## src/rtl/core/stps_pkg.sv

```systemverilog
// ----------------------------------------------------------------------------
// stps_pkg: shared types and constants for the status token splitter
// Command codes passed from the front end to the back end, the command
// beat layout, and the status token prefixes recognized by the front end.
// ----------------------------------------------------------------------------
package stps_pkg;

   // command codes carried through the command queue
   localparam logic [1:0] CMD_NONE  = 2'd0;  // status-only result
   localparam logic [1:0] CMD_BYTE  = 2'd1;  // one payload byte
   localparam logic [1:0] CMD_FLUSH = 2'd2;  // percent, stored chars, byte
   localparam logic [1:0] CMD_RSVD  = 2'd3;  // unused

   typedef struct packed {
      logic [1:0] kind;
      logic [7:0] data;
      logic       connected;
   } cmd_type;

   localparam logic [7:0] PCT_CHAR = 8'h25;

   // token prefixes; the first two connect the link, the last two drop it
   localparam int N_PFX   = 4;
   localparam int PFX_MAX = 11;
   localparam int PFX_STREAM_OPEN = 0;
   localparam int PFX_CONNECT     = 1;
   localparam int PFX_DISCONNECT  = 2;
   localparam int PFX_REBOOT      = 3;

   localparam int PFX_LEN [N_PFX] = '{11, 7, 10, 6};

   localparam logic [7:0] PFX_CHARS [N_PFX][PFX_MAX] = '{
      '{"S", "T", "R", "E", "A", "M", "_", "O", "P", "E", "N"},
      '{"C", "O", "N", "N", "E", "C", "T", 8'h00, 8'h00, 8'h00, 8'h00},
      '{"D", "I", "S", "C", "O", "N", "N", "E", "C", "T", 8'h00},
      '{"R", "E", "B", "O", "O", "T", 8'h00, 8'h00, 8'h00, 8'h00, 8'h00}
   };

   // characters that may appear inside a token
   function automatic logic is_token_char(input logic [7:0] b);
      logic upper;
      logic digit;
      upper = (b >= 8'h41) && (b <= 8'h5A);
      digit = (b >= 8'h30) && (b <= 8'h39);
      return upper || digit || (b == 8'h2C) || (b == 8'h5F) || (b == 8'h2D);
   endfunction

endpackage

```

## src/rtl/core/stps_front.sv

```systemverilog
// ----------------------------------------------------------------------------
// stps_front: byte classifier
// Tracks token state, buffers token characters into the back end's store,
// matches prefixes as characters arrive and issues one command per byte.
// ----------------------------------------------------------------------------
module stps_front #(
   parameter int TOKEN_CAPACITY = 32
) (
   input  logic                                 clock,
   input  logic                                 reset,
   input  logic                                 req_push,
   input  logic [7:0]                           req_rx_byte,
   output logic                                 req_full,
   input  logic                                 q_full,
   output logic                                 q_push,
   output stps_pkg::cmd_type                    q_cmd,
   input  logic                                 flush_done,
   output logic                                 wr_en,
   output logic [$clog2(TOKEN_CAPACITY-1)-1:0]  wr_addr,
   output logic [7:0]                           wr_data,
   output logic [$clog2(TOKEN_CAPACITY)-1:0]    flush_len
);
   import stps_pkg::*;

   localparam int DEPTH  = TOKEN_CAPACITY - 1;
   localparam int LEN_W  = $clog2(TOKEN_CAPACITY);
   localparam int ADDR_W = $clog2(DEPTH);

   logic             inside_ff, inside_in;
   logic [LEN_W-1:0] len_ff, len_in;
   logic [N_PFX-1:0] match_ff, match_in;
   logic             connected_ff, connected_in;
   logic             flush_pending_ff, flush_pending_in;

   logic             accept;
   logic [N_PFX-1:0] match_step;
   logic [N_PFX-1:0] hit;
   logic             hit_set;
   logic             hit_clr;

   // no new beat while a flush still reads the store
   assign req_full = q_full || flush_pending_ff;
   assign accept   = req_push && !req_full;
   assign flush_len = len_ff;

   // incremental prefix compare on the character being stored
   always_comb begin
      for (int p = 0; p < N_PFX; p++) begin
         match_step[p] = match_ff[p] &&
            ((len_ff >= LEN_W'(PFX_LEN[p])) || (req_rx_byte == PFX_CHARS[p][len_ff[3:0]]));
         hit[p] = match_ff[p] && (len_ff >= LEN_W'(PFX_LEN[p]));
      end
   end

   assign hit_set = hit[PFX_STREAM_OPEN] || hit[PFX_CONNECT];
   assign hit_clr = hit[PFX_DISCONNECT] || hit[PFX_REBOOT];

   // classify the accepted byte
   always_comb begin
      inside_in        = inside_ff;
      len_in           = len_ff;
      match_in         = match_ff;
      connected_in     = connected_ff;
      flush_pending_in = flush_pending_ff && !flush_done;
      wr_en            = 1'b0;
      wr_addr          = len_ff[ADDR_W-1:0];
      wr_data          = req_rx_byte;
      q_push           = accept;
      q_cmd.kind       = CMD_NONE;
      q_cmd.data       = 8'h00;
      if (accept) begin
         priority if (!inside_ff) begin
            if (req_rx_byte == PCT_CHAR) begin
               inside_in = 1'b1;
               len_in    = '0;
               match_in  = '1;
            end else begin
               q_cmd.kind = CMD_BYTE;
               q_cmd.data = req_rx_byte;
            end
         end else if (req_rx_byte == PCT_CHAR) begin
            // token closed: apply its status
            inside_in = 1'b0;
            if (hit_set) begin
               connected_in = 1'b1;
            end else if (hit_clr) begin
               connected_in = 1'b0;
            end
         end else if (is_token_char(req_rx_byte) && (len_ff < LEN_W'(DEPTH))) begin
            wr_en    = 1'b1;
            len_in   = len_ff + LEN_W'(1);
            match_in = match_step;
         end else begin
            // illegal byte or full store: replay the token as payload
            q_cmd.kind       = CMD_FLUSH;
            q_cmd.data       = req_rx_byte;
            inside_in        = 1'b0;
            flush_pending_in = 1'b1;
         end
      end
      q_cmd.connected = connected_in;
   end

   always_ff @(posedge clock) begin
      if (reset) begin
         inside_ff        <= 1'b0;
         len_ff           <= '0;
         match_ff         <= '0;
         connected_ff     <= 1'b0;
         flush_pending_ff <= 1'b0;
      end else begin
         inside_ff        <= inside_in;
         len_ff           <= len_in;
         match_ff         <= match_in;
         connected_ff     <= connected_in;
         flush_pending_ff <= flush_pending_in;
      end
   end

endmodule

```

## src/rtl/core/stps_cmd_q.sv

```systemverilog
// ----------------------------------------------------------------------------
// stps_cmd_q: two-entry command queue
// Decouples the byte classifier from the result sequencer.
// ----------------------------------------------------------------------------
module stps_cmd_q (
   input  logic              clock,
   input  logic              reset,
   input  logic              push,
   input  stps_pkg::cmd_type push_cmd,
   output logic              full,
   input  logic              pop,
   output stps_pkg::cmd_type head,
   output logic              empty
);
   import stps_pkg::*;

   cmd_type    slot_ff [2];
   logic       wr_ptr_ff, wr_ptr_in;
   logic       rd_ptr_ff, rd_ptr_in;
   logic [1:0] count_ff, count_in;
   logic       do_push;
   logic       do_pop;

   assign full    = (count_ff == 2'd2);
   assign empty   = (count_ff == 2'd0);
   assign head    = slot_ff[rd_ptr_ff];
   assign do_push = push && !full;
   assign do_pop  = pop && !empty;

   // pointer and occupancy update
   always_comb begin
      wr_ptr_in = wr_ptr_ff ^ do_push;
      rd_ptr_in = rd_ptr_ff ^ do_pop;
      count_in  = count_ff + {1'b0, do_push} - {1'b0, do_pop};
   end

   always_ff @(posedge clock) begin
      if (do_push) begin
         slot_ff[wr_ptr_ff] <= push_cmd;
      end
   end

   always_ff @(posedge clock) begin
      if (reset) begin
         wr_ptr_ff <= 1'b0;
         rd_ptr_ff <= 1'b0;
         count_ff  <= 2'd0;
      end else begin
         wr_ptr_ff <= wr_ptr_in;
         rd_ptr_ff <= rd_ptr_in;
         count_ff  <= count_in;
      end
   end

endmodule

```

## src/rtl/core/stps_back.sv

```systemverilog
// ----------------------------------------------------------------------------
// stps_back: result sequencer
// Holds the token character store and turns each command into result
// beats through a one-entry output register.
// ----------------------------------------------------------------------------
module stps_back #(
   parameter int TOKEN_CAPACITY = 32
) (
   input  logic                                 clock,
   input  logic                                 reset,
   input  logic                                 q_empty,
   input  stps_pkg::cmd_type                    q_head,
   output logic                                 q_pop,
   output logic                                 flush_done,
   input  logic [$clog2(TOKEN_CAPACITY)-1:0]    flush_len,
   input  logic                                 wr_en,
   input  logic [$clog2(TOKEN_CAPACITY-1)-1:0]  wr_addr,
   input  logic [7:0]                           wr_data,
   output logic                                 rsp_empty,
   input  logic                                 rsp_pop,
   output logic [7:0]                           rsp_payload_byte,
   output logic                                 rsp_payload_valid,
   output logic                                 rsp_last_of_run,
   output logic                                 rsp_link_connected
);
   import stps_pkg::*;

   localparam int DEPTH  = TOKEN_CAPACITY - 1;
   localparam int LEN_W  = $clog2(TOKEN_CAPACITY);
   localparam int ADDR_W = $clog2(DEPTH);

   localparam logic [1:0] ST_IDLE  = 2'd0;
   localparam logic [1:0] ST_FETCH = 2'd1;
   localparam logic [1:0] ST_EMIT  = 2'd2;
   localparam logic [1:0] ST_TAIL  = 2'd3;

   logic [7:0]       store [DEPTH];
   logic [7:0]       rd_data_ff;

   logic [1:0]       state_ff, state_in;
   logic [LEN_W-1:0] idx_ff, idx_in;
   logic             out_valid_ff, out_valid_in;
   logic [7:0]       out_byte_ff, out_byte_in;
   logic             out_pv_ff, out_pv_in;
   logic             out_last_ff, out_last_in;
   logic             out_conn_ff, out_conn_in;

   logic             slot_free;
   logic             load;
   logic             idx_last;

   assign slot_free = !out_valid_ff || rsp_pop;
   assign idx_last  = ((idx_ff + LEN_W'(1)) == flush_len);

   assign rsp_empty          = !out_valid_ff;
   assign rsp_payload_byte   = out_byte_ff;
   assign rsp_payload_valid  = out_pv_ff;
   assign rsp_last_of_run    = out_last_ff;
   assign rsp_link_connected = out_conn_ff;

   // token store: one write port, one registered read port
   always_ff @(posedge clock) begin
      if (wr_en) begin
         store[wr_addr] <= wr_data;
      end
      rd_data_ff <= store[idx_ff[ADDR_W-1:0]];
   end

   // sequencer
   always_comb begin
      state_in    = state_ff;
      idx_in      = idx_ff;
      load        = 1'b0;
      out_byte_in = out_byte_ff;
      out_pv_in   = out_pv_ff;
      out_last_in = out_last_ff;
      out_conn_in = q_head.connected;
      q_pop       = 1'b0;
      flush_done  = 1'b0;
      unique case (state_ff)
         ST_IDLE: begin
            if (!q_empty && slot_free) begin
               load = 1'b1;
               unique case (q_head.kind)
                  CMD_BYTE: begin
                     out_byte_in = q_head.data;
                     out_pv_in   = 1'b1;
                     out_last_in = 1'b1;
                     q_pop       = 1'b1;
                  end
                  CMD_FLUSH: begin
                     out_byte_in = PCT_CHAR;
                     out_pv_in   = 1'b1;
                     out_last_in = 1'b0;
                     idx_in      = '0;
                     state_in    = (flush_len == '0) ? ST_TAIL : ST_FETCH;
                  end
                  default: begin
                     out_byte_in = 8'h00;
                     out_pv_in   = 1'b0;
                     out_last_in = 1'b1;
                     q_pop       = 1'b1;
                  end
               endcase
            end
         end
         ST_FETCH: begin
            state_in = ST_EMIT;
         end
         ST_EMIT: begin
            if (slot_free) begin
               load        = 1'b1;
               out_byte_in = rd_data_ff;
               out_pv_in   = 1'b1;
               out_last_in = 1'b0;
               idx_in      = idx_ff + LEN_W'(1);
               state_in    = idx_last ? ST_TAIL : ST_FETCH;
            end
         end
         ST_TAIL: begin
            if (slot_free) begin
               load        = 1'b1;
               out_byte_in = q_head.data;
               out_pv_in   = 1'b1;
               out_last_in = 1'b1;
               q_pop       = 1'b1;
               flush_done  = 1'b1;
               state_in    = ST_IDLE;
            end
         end
         default: begin
            state_in = ST_IDLE;
         end
      endcase
      out_valid_in = load || (out_valid_ff && !rsp_pop);
   end

   always_ff @(posedge clock) begin
      if (load) begin
         out_byte_ff <= out_byte_in;
         out_pv_ff   <= out_pv_in;
         out_last_ff <= out_last_in;
         out_conn_ff <= out_conn_in;
      end
   end

   always_ff @(posedge clock) begin
      if (reset) begin
         state_ff     <= ST_IDLE;
         idx_ff       <= '0;
         out_valid_ff <= 1'b0;
      end else begin
         state_ff     <= state_in;
         idx_ff       <= idx_in;
         out_valid_ff <= out_valid_in;
      end
   end

   // a flush always works on a flush command at the queue head
   assert property (@(posedge clock) disable iff (reset)
      (state_ff != ST_IDLE) |-> (!q_empty && (q_head.kind == CMD_FLUSH)))
      else $error("sequencer busy without a flush command");

   // the store is never written while it is being replayed
   assert property (@(posedge clock) disable iff (reset)
      (state_ff != ST_IDLE) |-> !wr_en)
      else $error("store written during flush");

   // the read index stays below the flushed length
   assert property (@(posedge clock) disable iff (reset)
      ((state_ff == ST_FETCH) || (state_ff == ST_EMIT)) |-> (idx_ff < flush_len))
      else $error("flush index past stored length");

   // flushed length holds for the whole replay
   assert property (@(posedge clock) disable iff (reset)
      ((state_ff == ST_FETCH) || (state_ff == ST_EMIT)) |=> $stable(flush_len))
      else $error("flush length changed during replay");

endmodule

```

## src/rtl/core/status_token_payload_splitter.sv

```systemverilog
// ----------------------------------------------------------------------------
// status_token_payload_splitter: UART status token / payload separator
// Pulls %TOKEN% status strings out of a received byte stream, tracks the
// link-connected flag, and passes everything else through as payload.
//
//   channel   ports                         beat
//   --------  ----------------------------  ---------------------------------
//   request   req_push / req_full           one received byte
//   response  rsp_empty / rsp_pop           one result; last_of_run ends a run
//
// Each request beat takes one command slot; a plain byte or token character
// puts its single result beat on the ports through the command queue and
// the output register. In a flush, each stored character is fetched from
// the token store through its registered read port, then emitted.
// Requests are held off (req_full) while a flush is queued or in progress.
// Reset is synchronous and clears all control state; the token store is not
// cleared. Either side may stall at any time without losing beats.
// ----------------------------------------------------------------------------
module status_token_payload_splitter #(
   parameter int TOKEN_CAPACITY = 32
) (
   input  logic       clock,
   input  logic       reset,
   input  logic       req_push,
   output logic       req_full,
   input  logic [7:0] req_rx_byte,
   output logic       rsp_empty,
   input  logic       rsp_pop,
   output logic [7:0] rsp_payload_byte,
   output logic       rsp_payload_valid,
   output logic       rsp_last_of_run,
   output logic       rsp_link_connected
);
   import stps_pkg::*;

   localparam int DEPTH  = TOKEN_CAPACITY - 1;
   localparam int LEN_W  = $clog2(TOKEN_CAPACITY);
   localparam int ADDR_W = $clog2(DEPTH);

   logic              q_push;
   cmd_type           q_cmd;
   logic              q_full;
   logic              q_pop;
   cmd_type           q_head;
   logic              q_empty;
   logic              flush_done;
   logic              wr_en;
   logic [ADDR_W-1:0] wr_addr;
   logic [7:0]        wr_data;
   logic [LEN_W-1:0]  flush_len;

   // front end: classify bytes
   stps_front #(.TOKEN_CAPACITY(TOKEN_CAPACITY)) u_front (
      .clock       (clock),
      .reset       (reset),
      .req_push    (req_push),
      .req_rx_byte (req_rx_byte),
      .req_full    (req_full),
      .q_full      (q_full),
      .q_push      (q_push),
      .q_cmd       (q_cmd),
      .flush_done  (flush_done),
      .wr_en       (wr_en),
      .wr_addr     (wr_addr),
      .wr_data     (wr_data),
      .flush_len   (flush_len)
   );

   // command queue between the two halves
   stps_cmd_q u_cmd_q (
      .clock    (clock),
      .reset    (reset),
      .push     (q_push),
      .push_cmd (q_cmd),
      .full     (q_full),
      .pop      (q_pop),
      .head     (q_head),
      .empty    (q_empty)
   );

   // back end: emit result beats
   stps_back #(.TOKEN_CAPACITY(TOKEN_CAPACITY)) u_back (
      .clock              (clock),
      .reset              (reset),
      .q_empty            (q_empty),
      .q_head             (q_head),
      .q_pop              (q_pop),
      .flush_done         (flush_done),
      .flush_len          (flush_len),
      .wr_en              (wr_en),
      .wr_addr            (wr_addr),
      .wr_data            (wr_data),
      .rsp_empty          (rsp_empty),
      .rsp_pop            (rsp_pop),
      .rsp_payload_byte   (rsp_payload_byte),
      .rsp_payload_valid  (rsp_payload_valid),
      .rsp_last_of_run    (rsp_last_of_run),
      .rsp_link_connected (rsp_link_connected)
   );

endmodule
```

## config.mk

```make
export PLATFORM = sky130hd
export DESIGN_NAME = status_token_payload_splitter
export DESIGN_NICKNAME = d
export VERILOG_FILES = /design/src/rtl/core/stps_pkg.sv /design/src/rtl/core/stps_front.sv /design/src/rtl/core/stps_cmd_q.sv /design/src/rtl/core/stps_back.sv /design/src/rtl/core/status_token_payload_splitter.sv
export SDC_FILE = /design/constraint.sdc
export NUM_CORES = 1
export LEC_CHECK = 0
export BUFFER_PORTS_ARGS = -buffer_cell sky130_fd_sc_hd__buf_2
export CAP_MARGIN = 20
export CORE_UTILIZATION = 59
export CTS_BUF_LIST = sky130_fd_sc_hd__clkbuf_4
export CTS_CLUSTER_DIAMETER = 60
export DETAILED_ROUTE_END_ITERATION = 8
export PLACE_DENSITY = 0.84
export REMOVE_ABC_BUFFERS = 1
export SLEW_MARGIN = 15
export SYNTH_ARGS = -nofsm -noshare
export SYNTH_HDL_FRONTEND = slang
export SYNTH_SLANG_ARGS = --single-unit
```

## constraint.sdc

```tcl
create_clock -name clock -period 2.6 [get_ports clock]
set_clock_uncertainty 0.2 [all_clocks]
set_input_delay 0.52 -clock clock [delete_from_list [all_inputs] [get_ports clock]]
set_output_delay 0.52 -clock clock [all_outputs]
set_load 0.05 [all_outputs]
```

==> flow_metrics.tcl, run 1 <==
set metrics [dict create \
    finalPower_mw 11.8 \
    rsz0062_at_grt "yes" \
    ys.flop_type "edfxtp_1" \
    design.portCount 25 \
    globalRouteOverflowTotal 0 \
    cts.path.max_buffers 3 \
    fmax_mhz 403 \
    synth_area_leaders "edfxtp_1 (63%), mux4_2 (12%), dfxtp_1 (4.8%)" \
    root_buffer "clkbuf_4" \
    grt_use_total 0.287 \
    peakVddDrop_uv 427 \
    vias 8322 \
    syn2layout_area_growth_pct 15.1 \
    synth_cell_types 63 \
    final_area_sq_um 15500 \
    initial_utilization 0.609 \
    status "completed" \
    final_core_util 0.701 \
    crit_chain "mux2i_2, inv_1, ha_1, inv_1, a21oi_1, nor3_2, ha_1, inv_1, ha_1, xor2_1, xnor2_1, nor2_1" \
    place_area_sq_um 14500 \
    route.final.wire_length_um 32200 \
    hold_violations 0 \
    crit_type "reg2reg" \
    ys_seq_elements 313 \
    avgSynthCellArea_sq_um 16.1 \
    yosys_warnings 0 \
    place.gp.congestion 0.881 \
    crit_path_start_kind "register" \
    dieArea_sq_um 23400 \
    die_y_um 153 \
    pwr_density_cell_nw_per_um2 764 \
    rows 54 \
    cts_buffers 76 \
    first_pass_iters 5 \
    first_global_vias 8482 \
    slew_viol_final 0 \
    synthArstFlopShare 0 \
    netlist_area_sq_um 13500 \
    synth_top_area_share 0.627 \
    yosys.area.top_type "edfxtp_1" \
    crit_arrival_ns 2.83 \
    nets 1018 \
    cp_slowest_cell "dfxtp_2" \
    drive_above_1_share 0.328 \
    clock_latency_ns 0.69 \
    routed_via_density 6.29 \
    ant_nets 0 \
    synthCells 837 \
    cts.sinks 313 \
    maxCapViolations 0 \
    worst-endpoint-required_ns 2.95 \
    synth-edff-count 281 \
    core_area_sq_um 22100 \
    power_leakage_nw 5.24 \
    grt_pass1_wl_um 49400 \
    port_buffers 24 \
    cp-end-kind "register" \
    avgRoutedWirePerCell_um 24.3 \
    tightest_slew_ns 0.654 \
    tritoncts "done" \
    dieWidth_um 153 \
    finalCriticalPeriod_ns 2.48 \
    fin_crit_sh 0.953 \
    hp-class "in2reg" \
    max_slew_margin 0.558 \
    antenna_cells 0 \
    layout_commonest_cell "edfxtp_1" \
    drtIter0Drc 923 \
    most-common-layout-cells "edfxtp_1 (281), clkbuf_4 (111), buf_4 (94)" \
    dp_hpwl_um 20900 \
    antenna_found_initial 1 \
    path_clk_slew_ns 0.07 \
    setup_violations 0 \
    cp_max_fo 3 \
    drc 0 \
    yosysSeqAreaShare 0.674 \
    cpPeakStageDelay_ns 0.37 \
    grt_max_degree 36 \
    h-tree-depth 3 \
]
-- layer usage --
layer	wire [um]	part of all wire	track usage
met5	13	0.00040	0
met4	1090	0.034	0.124
met3	2930	0.091	0.0661
met2	15800	0.49	0.467
met1	12300	0.38	0.372
-- metrics by stage --
step                cells  worst slack [ns]  hold slack [ns]  setup TNS, ns
detailed placement   1189            -0.395            0.288         -88.80
global route         1323           -0.0441           0.0555        -0.0441
floorplan             786             -1.86            0.262         -95.44
global placement     1189            -0.251            0.281         -57.79
CTS                  1323            0.0201           0.0140              0
finish               1323             0.121           0.0620              0
-- flip-flops by register name (all words and copies together) (netlist names), 2 cells and up --
| signal | count |
|---|---|
| u_back.store | 248 |
| u_front.match_ff | 4 |
| u_cmd_q.count_ff | 2 |
| u_back.state_ff | 2 |
| u_front.flush_len | 5 |
| u_back.rd_data_ff | 8 |
| u_cmd_q.slot_ff | 22 |
| u_back.rsp_payload_byte | 8 |
| u_back.idx_ff | 5 |
-- synthesized netlist by cell type (all sizes together) (3+ instances only) --
| library cell | count |
|---|---|
| a2111oi | 3 |
| a211oi | 5 |
| a21oi | 25 |
| a31oi | 3 |
| and2 | 5 |
| and3 | 5 |
| buf | 22 |
| clkbuf | 29 |
| dfxtp | 32 |
| edfxtp | 281 |
| ha | 18 |
| inv | 23 |
| mux2 | 9 |
| mux2i | 28 |
| mux4 | 72 |
| nand2 | 45 |
| nand2b | 6 |
| nand3 | 17 |
| nand3b | 4 |
| nand4 | 3 |
| nor2 | 73 |
| nor2b | 10 |
| nor3 | 9 |
| nor4 | 4 |
| o2111ai | 3 |
| o211ai | 7 |
| o21ai | 39 |
| o31ai | 4 |
| or3 | 3 |
| xnor2 | 17 |
| xor2 | 8 |
-- final cells by class --
cell class	instances	area, sq um
clock buffer	111	833
clock inverter	22	120
fill	1365	6600
inverter	23	86.3
multi-input combinational	450	4080
sequential	313	9090
tap	280	350
timing repair buffer	124	936
-- critical path: cells and delay by family, from the launching register on --
kind,cells,cell delay [ns]
adders and majority gates,3,0.63
DFF,1,0.37
xor gates and xnor gates,2,0.32
muxes,1,0.25
AOI/OAI and AO/OA,1,0.08
and+or+nand+nor,2,0.30
buffers and inverters,3,0.19
-- path summary, 6_finish.rpt --
| check | startpoint | end | slack [ns] | depth (start not counted) |
|---|---|---|---|---|
| max | u_cmd_q.rd_ptr_ff$_SDFF_PP0_ | u_cmd_q.count_ff[1]$_SDFF_PP0_ | 0.12 | 12 |
| min | req_push | u_front.inside_ff$_SDFFE_PP0P_ | 0.06 | 5 |
| max reg2reg | u_cmd_q.rd_ptr_ff$_SDFF_PP0_ | u_cmd_q.count_ff[1]$_SDFF_PP0_ | 0.12 | 12 |
| min reg2reg | u_front.match_ff[3]$_SDFFE_PP0P_ | u_front.match_ff[3]$_SDFFE_PP0P_ | 0.30 | 2 |
-- where the power goes --
| part | total, mW | switching (mW) | internal, mW |
|---|---|---|---|
| Sequential | 5.84 | 0.0944 | 5.75 |
| Combinational | 2.02 | 1.26 | 0.759 |
| Clock | 3.98 | 1.92 | 2.06 |
| Total | 11.8 | 3.27 | 8.57 |
-- kinds of logic after synthesis --
kind of cell,share of synthesized area
simple gates,0.0686
mux,0.149
xor+xnor,0.0163
compound gates,0.0511
fa+ha+maj,0.0167
flops,0.674
buf+inv,0.0243
-- timing repair --
item | 4_1_cts | 5_1_grt
hold buffers | 1 | 0
resized for setup | 0 | 8
endpoints found under the setup margin | 0 | 49
endpoints found under the hold margin | 1 | 0
setup buffers | 0 | 0
Note: power is estimated with default switching activity, not from simulation.
==> inputs of run 2 (changes only) <==
RECOVER_POWER = 25   (was not set)
==> run 2 against run 1 <==
Against the previous run:
- the flow now finishes with violations (capacitance limit, slew limit)
- via count grew 0.41%
- clock power barely moved
- clock-buffer cell count did not move
- flip-flop and latch count did not move
- final area down 0.24%
- register-to-register slack about the same
- critical endpoint is now u_back.store[4][0]$_DFFE_PP_
- largest cell class unchanged
==> flow_metrics.tcl, run 2 (synthesis results as in run 1) <==
set metrics [dict create \
    status "finished, violations left" \
    violations "capacitance limit, slew limit" \
    cts_setup_buffers 0 \
    netSwitchingPower_mw 3.28 \
    finalPower_mw 11.8 \
    route.final.wire_length_um 32300 \
    nets 1018 \
    hold_violations 0 \
    cts.sinks 313 \
    port_buffers 24 \
    power_leakage_nw 5.19 \
    vias 8356 \
    dp_hpwl_um 20900 \
    peakVddDrop_uv 428 \
    first_global_vias 8482 \
    drtIter0Drc 958 \
    root_buffer "clkbuf_4" \
    cts.path.max_buffers 3 \
    grt_pass1_wl_um 49400 \
    maxCapViolations 3 \
    core_area_sq_um 22100 \
    cts_buffers 76 \
    switching_share 0.277 \
    cpPeakStageDelay_ns 0.58 \
    die_y_um 153 \
    drc 0 \
    place_area_sq_um 14500 \
    rsz0062_at_grt "yes" \
    design.portCount 25 \
    layout_commonest_cell "edfxtp_1" \
    crit_path_start_kind "primary input" \
    most-common-layout-cells "edfxtp_1 (281), clkbuf_4 (111), buf_4 (86)" \
    slew_viol_final 96 \
    reg_top3 "u_back.store: 248 flops, u_cmd_q.slot_ff: 22 flops" \
    clkPwrFrac 0.336 \
    pwr_density_cell_nw_per_um2 766 \
    crit_chain "clkbuf_1, clkbuf_1, nand2_1, nand3_1, a21oi_1, nor4_4, nand2_1, buf_4, nor2_1, buf_4" \
    avgRoutedWirePerCell_um 24.4 \
    cp_max_fo 11 \
    grt_max_degree 36 \
    combPwrFrac 0.170 \
    cp_num_buf_inv 4 \
    fmax_mhz 401 \
    routed_via_density 6.32 \
    max_slew_margin -0.176 \
    largest_register_ffs 248 \
    cp_slowest_cell "clkbuf_1" \
    clock_latency_ns 0.69 \
    path_clk_slew_ns 0.06 \
    finalCriticalPeriod_ns 2.49 \
    worst-endpoint-required_ns 2.75 \
    ant_nets 0 \
    tritoncts "done" \
    final_core_util 0.700 \
    grt_use_total 0.287 \
    regMostFlops "u_back.store" \
    final_area_sq_um 15500 \
    dieWidth_um 153 \
    tightest_slew_ns 1.76 \
    initial_utilization 0.609 \
    setup_violations 0 \
    cp-end-kind "register" \
    dieArea_sq_um 23400 \
    p_int_mw 8.56 \
    preCtsSetupSlack_ns -0.395 \
    fin_crit_sh 0.959 \
    rows 54 \
    antenna_found_initial 0 \
    globalRouteOverflowTotal 0 \
    place.gp.congestion 0.881 \
    drive_above_1_share 0.314 \
    antenna_cells 0 \
    critical_path.top_delay_family "buffers and inverters" \
    h-tree-depth 3 \
    power_frac_seq 0.494 \
    hp-class "in2reg" \
    crit_type "in2reg" \
    crit_arrival_ns 2.65 \
    syn2layout_area_growth_pct 14.8 \
    setup_ws_ns 0.107 \
    first_pass_iters 5 \
]
[run 2: cell count changes in the layout (fill, tap and decap cells not counted), sizes merged]
cell    change
clkbuf     +14
buf        -14
[run 2: final timing paths]
| kind | from | endpoint | slack (ns) | cells after the start |
|---|---|---|---|---|
| hold reg to reg | u_front.match_ff[3]$_SDFFE_PP0P_ | u_front.match_ff[3]$_SDFFE_PP0P_ | 0.29 | 2 |
| setup reg to reg | u_cmd_q.rd_ptr_ff$_SDFF_PP0_ | u_cmd_q.count_ff[1]$_SDFF_PP0_ | 0.12 | 12 |
| setup / recovery | req_rx_byte[0] | u_back.store[4][0]$_DFFE_PP_ | 0.11 | 10 |
| hold / removal | req_push | u_front.inside_ff$_SDFFE_PP0P_ | 0.06 | 5 |
[run 2: worst min-delay path: cells and delay by family]
family	cells	cell delay (ns)
compound gates	1	0.11
buf+inv	2	0.16
simple gates	2	0.10
[run 2: layout make-up]
cell class / count / area, sq um
Tap cell: 280 / 350
Multi-Input combinational cell: 450 / 4080
Timing Repair Buffer: 124 / 898
Inverter: 23 / 86.3
Sequential cell: 313 / 9090
Clock buffer: 111 / 833
Clock inverter: 22 / 120
Fill cell: 1380 / 6640
[run 2: power by group through the flow]
stage | logic, mW | registers [mW] | clock network, mW
floorplan | 0.909 | 6.34 | 0
global placement | 1.91 | 5.94 | 0
detailed placement | 1.97 | 5.95 | 0
CTS | 2.00 | 5.84 | 4.04
global route | 2.15 | 5.86 | 4.28
finish | 2.02 | 5.84 | 3.98
[run 2: routing by layer]
| layer | share of wire | GRT usage |
|---|---|---|
| met1 | 0.38 | 0.372 |
| met2 | 0.49 | 0.467 |
| met3 | 0.095 | 0.0661 |
| met4 | 0.033 | 0.124 |
| met5 | 0 | 0 |
[run 2: what timing repair did]
action	in CTS	in global routing
hold endpoints to repair	1	0
endpoints found under the setup margin	0	49
resized for setup	0	8
hold buffers	1	0
[run 2: stage by stage]
| step | setup TNS (ns) | std cells | hold slack [ns] |
|---|---|---|---|
| 2_1_floorplan | -95.44 | 786 | 0.262 |
| 3_3_place_gp | -57.79 | 1189 | 0.281 |
| 5_1_grt | -0.0441 | 1323 | 0.0905 |
| 4_1_cts | 0 | 1323 | 0.0140 |
| 6_report | 0 | 1323 | 0.0607 |
| 3_5_place_dp | -88.80 | 1189 | 0.288 |
==> inputs of run 3 (changes only) <==
RECOVER_POWER = 50   (was 25)
SLEW_MARGIN = 40   (was 15)
==> run 3 against run 2 <==
Against the previous run:
- the run still ends with capacitance limit, slew limit left
- final area about the same
- maximum frequency up 0.24%
- via count is 0.14% higher
- sequential share of layout area about the same
- first-iteration DRC count up 0.31%
- setup slack better by 0.0059 ns
==> flow_metrics.tcl, run 3 (synthesis results as in run 1) <==
set metrics [dict create \
    status "finished, violations left" \
    violations "capacitance limit, slew limit" \
    critical_path.top_delay_family "buffers and inverters" \
    r2r_cells 12 \
    cts.path.max_buffers 3 \
    final_core_util 0.699 \
    avgRoutedWirePerCell_um 24.4 \
    globalRouteOverflowTotal 0 \
    clock_latency_ns 0.69 \
    cp-end-kind "register" \
    cp_num_buf_inv 4 \
    regMostFlops "u_back.store" \
    finalCriticalPeriod_ns 2.49 \
    route.final.wire_length_um 32200 \
    cpPeakStageDelay_ns 0.57 \
    regToRegSetupSlack_ns 0.12 \
    hold_path_depth 5 \
    cts_buffers 76 \
    rsz0062_at_grt "yes" \
    grt_pass1_wl_um 49400 \
    largest_register_ffs 248 \
    power_leakage_nw 5.19 \
    grt_max_degree 36 \
    die_y_um 153 \
    h-tree-depth 3 \
    fmax_mhz 402 \
    reg2reg_to "u_cmd_q.count_ff[1]$_SDFF_PP0_" \
    hp-class "in2reg" \
    cts_setup_buffers 0 \
    dieWidth_um 153 \
    grt_use_total 0.287 \
    worst-endpoint-required_ns 2.76 \
    syn2layout_area_growth_pct 14.7 \
    max_slew_margin -0.159 \
    ant_nets 0 \
    first_pass_iters 5 \
    nets 1018 \
    reg_top3 "u_back.store: 248 flops, u_cmd_q.slot_ff: 22 flops" \
    pwr_density_cell_nw_per_um2 767 \
    setup_violations 0 \
    cp_slowest_cell "clkbuf_1" \
    crit_path_start_kind "primary input" \
    path_clk_slew_ns 0.06 \
    rr_startpoint "u_cmd_q.rd_ptr_ff$_SDFF_PP0_" \
    design.portCount 25 \
    root_buffer "clkbuf_4" \
    preCtsSetupSlack_ns -0.395 \
    first_global_vias 8482 \
    place.gp.congestion 0.881 \
    rows 54 \
    slew_viol_final 128 \
    port_buffers 24 \
    crit_arrival_ns 2.64 \
    vias 8368 \
    routed_via_density 6.33 \
    maxCapViolations 4 \
    dieArea_sq_um 23400 \
    layout_commonest_cell "edfxtp_1" \
    fin_crit_sh 0.957 \
    dp_hpwl_um 20900 \
    antenna_cells 0 \
    drive_above_1_share 0.313 \
    peakVddDrop_uv 428 \
    hold_path_end "u_front.inside_ff$_SDFFE_PP0P_" \
    crit_chain "clkbuf_1, clkbuf_1, nand2_1, nand3_1, a21oi_1, nor4_4, nand2_1, buf_4, nor2_1, buf_4" \
    drtIter0Drc 961 \
    crit_type "in2reg" \
    drc 0 \
    cp_max_fo 11 \
    tightest_slew_ns 1.74 \
    core_area_sq_um 22100 \
    min-delay-start "req_push" \
    antenna_found_initial 0 \
    hold_violations 0 \
    initial_utilization 0.609 \
    setup_ws_ns 0.112 \
    cts.sinks 313 \
    tritoncts "done" \
    most-common-layout-cells "edfxtp_1 (281), clkbuf_4 (111), buf_4 (85)" \
]
## run 3: changes by cell type in the layout (fill, tap and decap cells not counted), sizes merged
cell / change
buf: -2
clkbuf: +2
## run 3: layout make-up
cell class,count,area [sq um]
repair buffers,124,893
clock inverters,22,120
clock buffers,111,833
inverters,23,86.3
flip-flops and latches,313,9090
fillers,1383,6640
multi-input cells,450,4080
well taps,280,350
## run 3: what timing repair did
action | CTS | global route
setup endpoints to repair | 0 | 49
hold buffers | 1 | 0
resized for setup | 0 | 8
endpoints found under the hold margin | 1 | 0
## run 3: worst max-delay path by stage
stage / start / slack, ns / cells after the start / end
final: req_rx_byte[0] / 0.11 / 10 / u_back.store[4][0]$_DFFE_PP_
after global routing: u_cmd_q.rd_ptr_ff$_SDFF_PP0_ / -0.04 / 12 / u_cmd_q.count_ff[1]$_SDFF_PP0_
after CTS: u_cmd_q.rd_ptr_ff$_SDFF_PP0_ / 0.02 / 12 / u_cmd_q.count_ff[1]$_SDFF_PP0_
after detailed placement: req_rx_byte[5] / -0.40 / 9 / u_back.store[14][7]$_DFFE_PP_
after global placement: req_rx_byte[5] / -0.25 / 9 / u_back.store[9][5]$_DFFE_PP_
after floorplan: u_back.idx_ff[0]$_SDFFE_PP0P_ / -1.86 / 3 / u_back.rd_data_ff[0]$_DFF_P_
## run 3: tightest hold or removal path, stage by stage
cell and delay (ns):
buf_2 0.09, inv_1 0.07, nor4_1 0.06, a21oi_1 0.11, nor2_1 0.04
## run 3: power breakdown
group	internal (mW)	switching [mW]	leakage, nW
Combinational	0.751	1.26	1.80
Clock	2.06	1.92	0.575
Sequential	5.75	0.0945	2.81
Total	8.56	3.28	5.19
## run 3: layer usage
layer,part of all wire,global-route usage,vias to the layer above
li1,-,-,3592
met1,0.38,0.372,4154
met2,0.49,0.467,530
met3,0.095,0.0661,92
met4,0.034,0.124,0
met5,0,0,-
## run 3: metrics by stage
step / std cells / total power [mW] / cell area [sq um] / TNS [ns] / hold WS, ns
after global placement: 1189 / 7.86 / 14500 / -57.79 / 0.281
after floorplan: 786 / 7.25 / 13200 / -95.44 / 0.262
after detailed placement: 1189 / 7.92 / 14500 / -88.80 / 0.288
final: 1323 / 11.8 / 15500 / 0 / 0.0582
after global routing: 1323 / 12.3 / 15500 / -0.0441 / 0.0905
after CTS: 1323 / 11.9 / 15500 / 0 / 0.0140
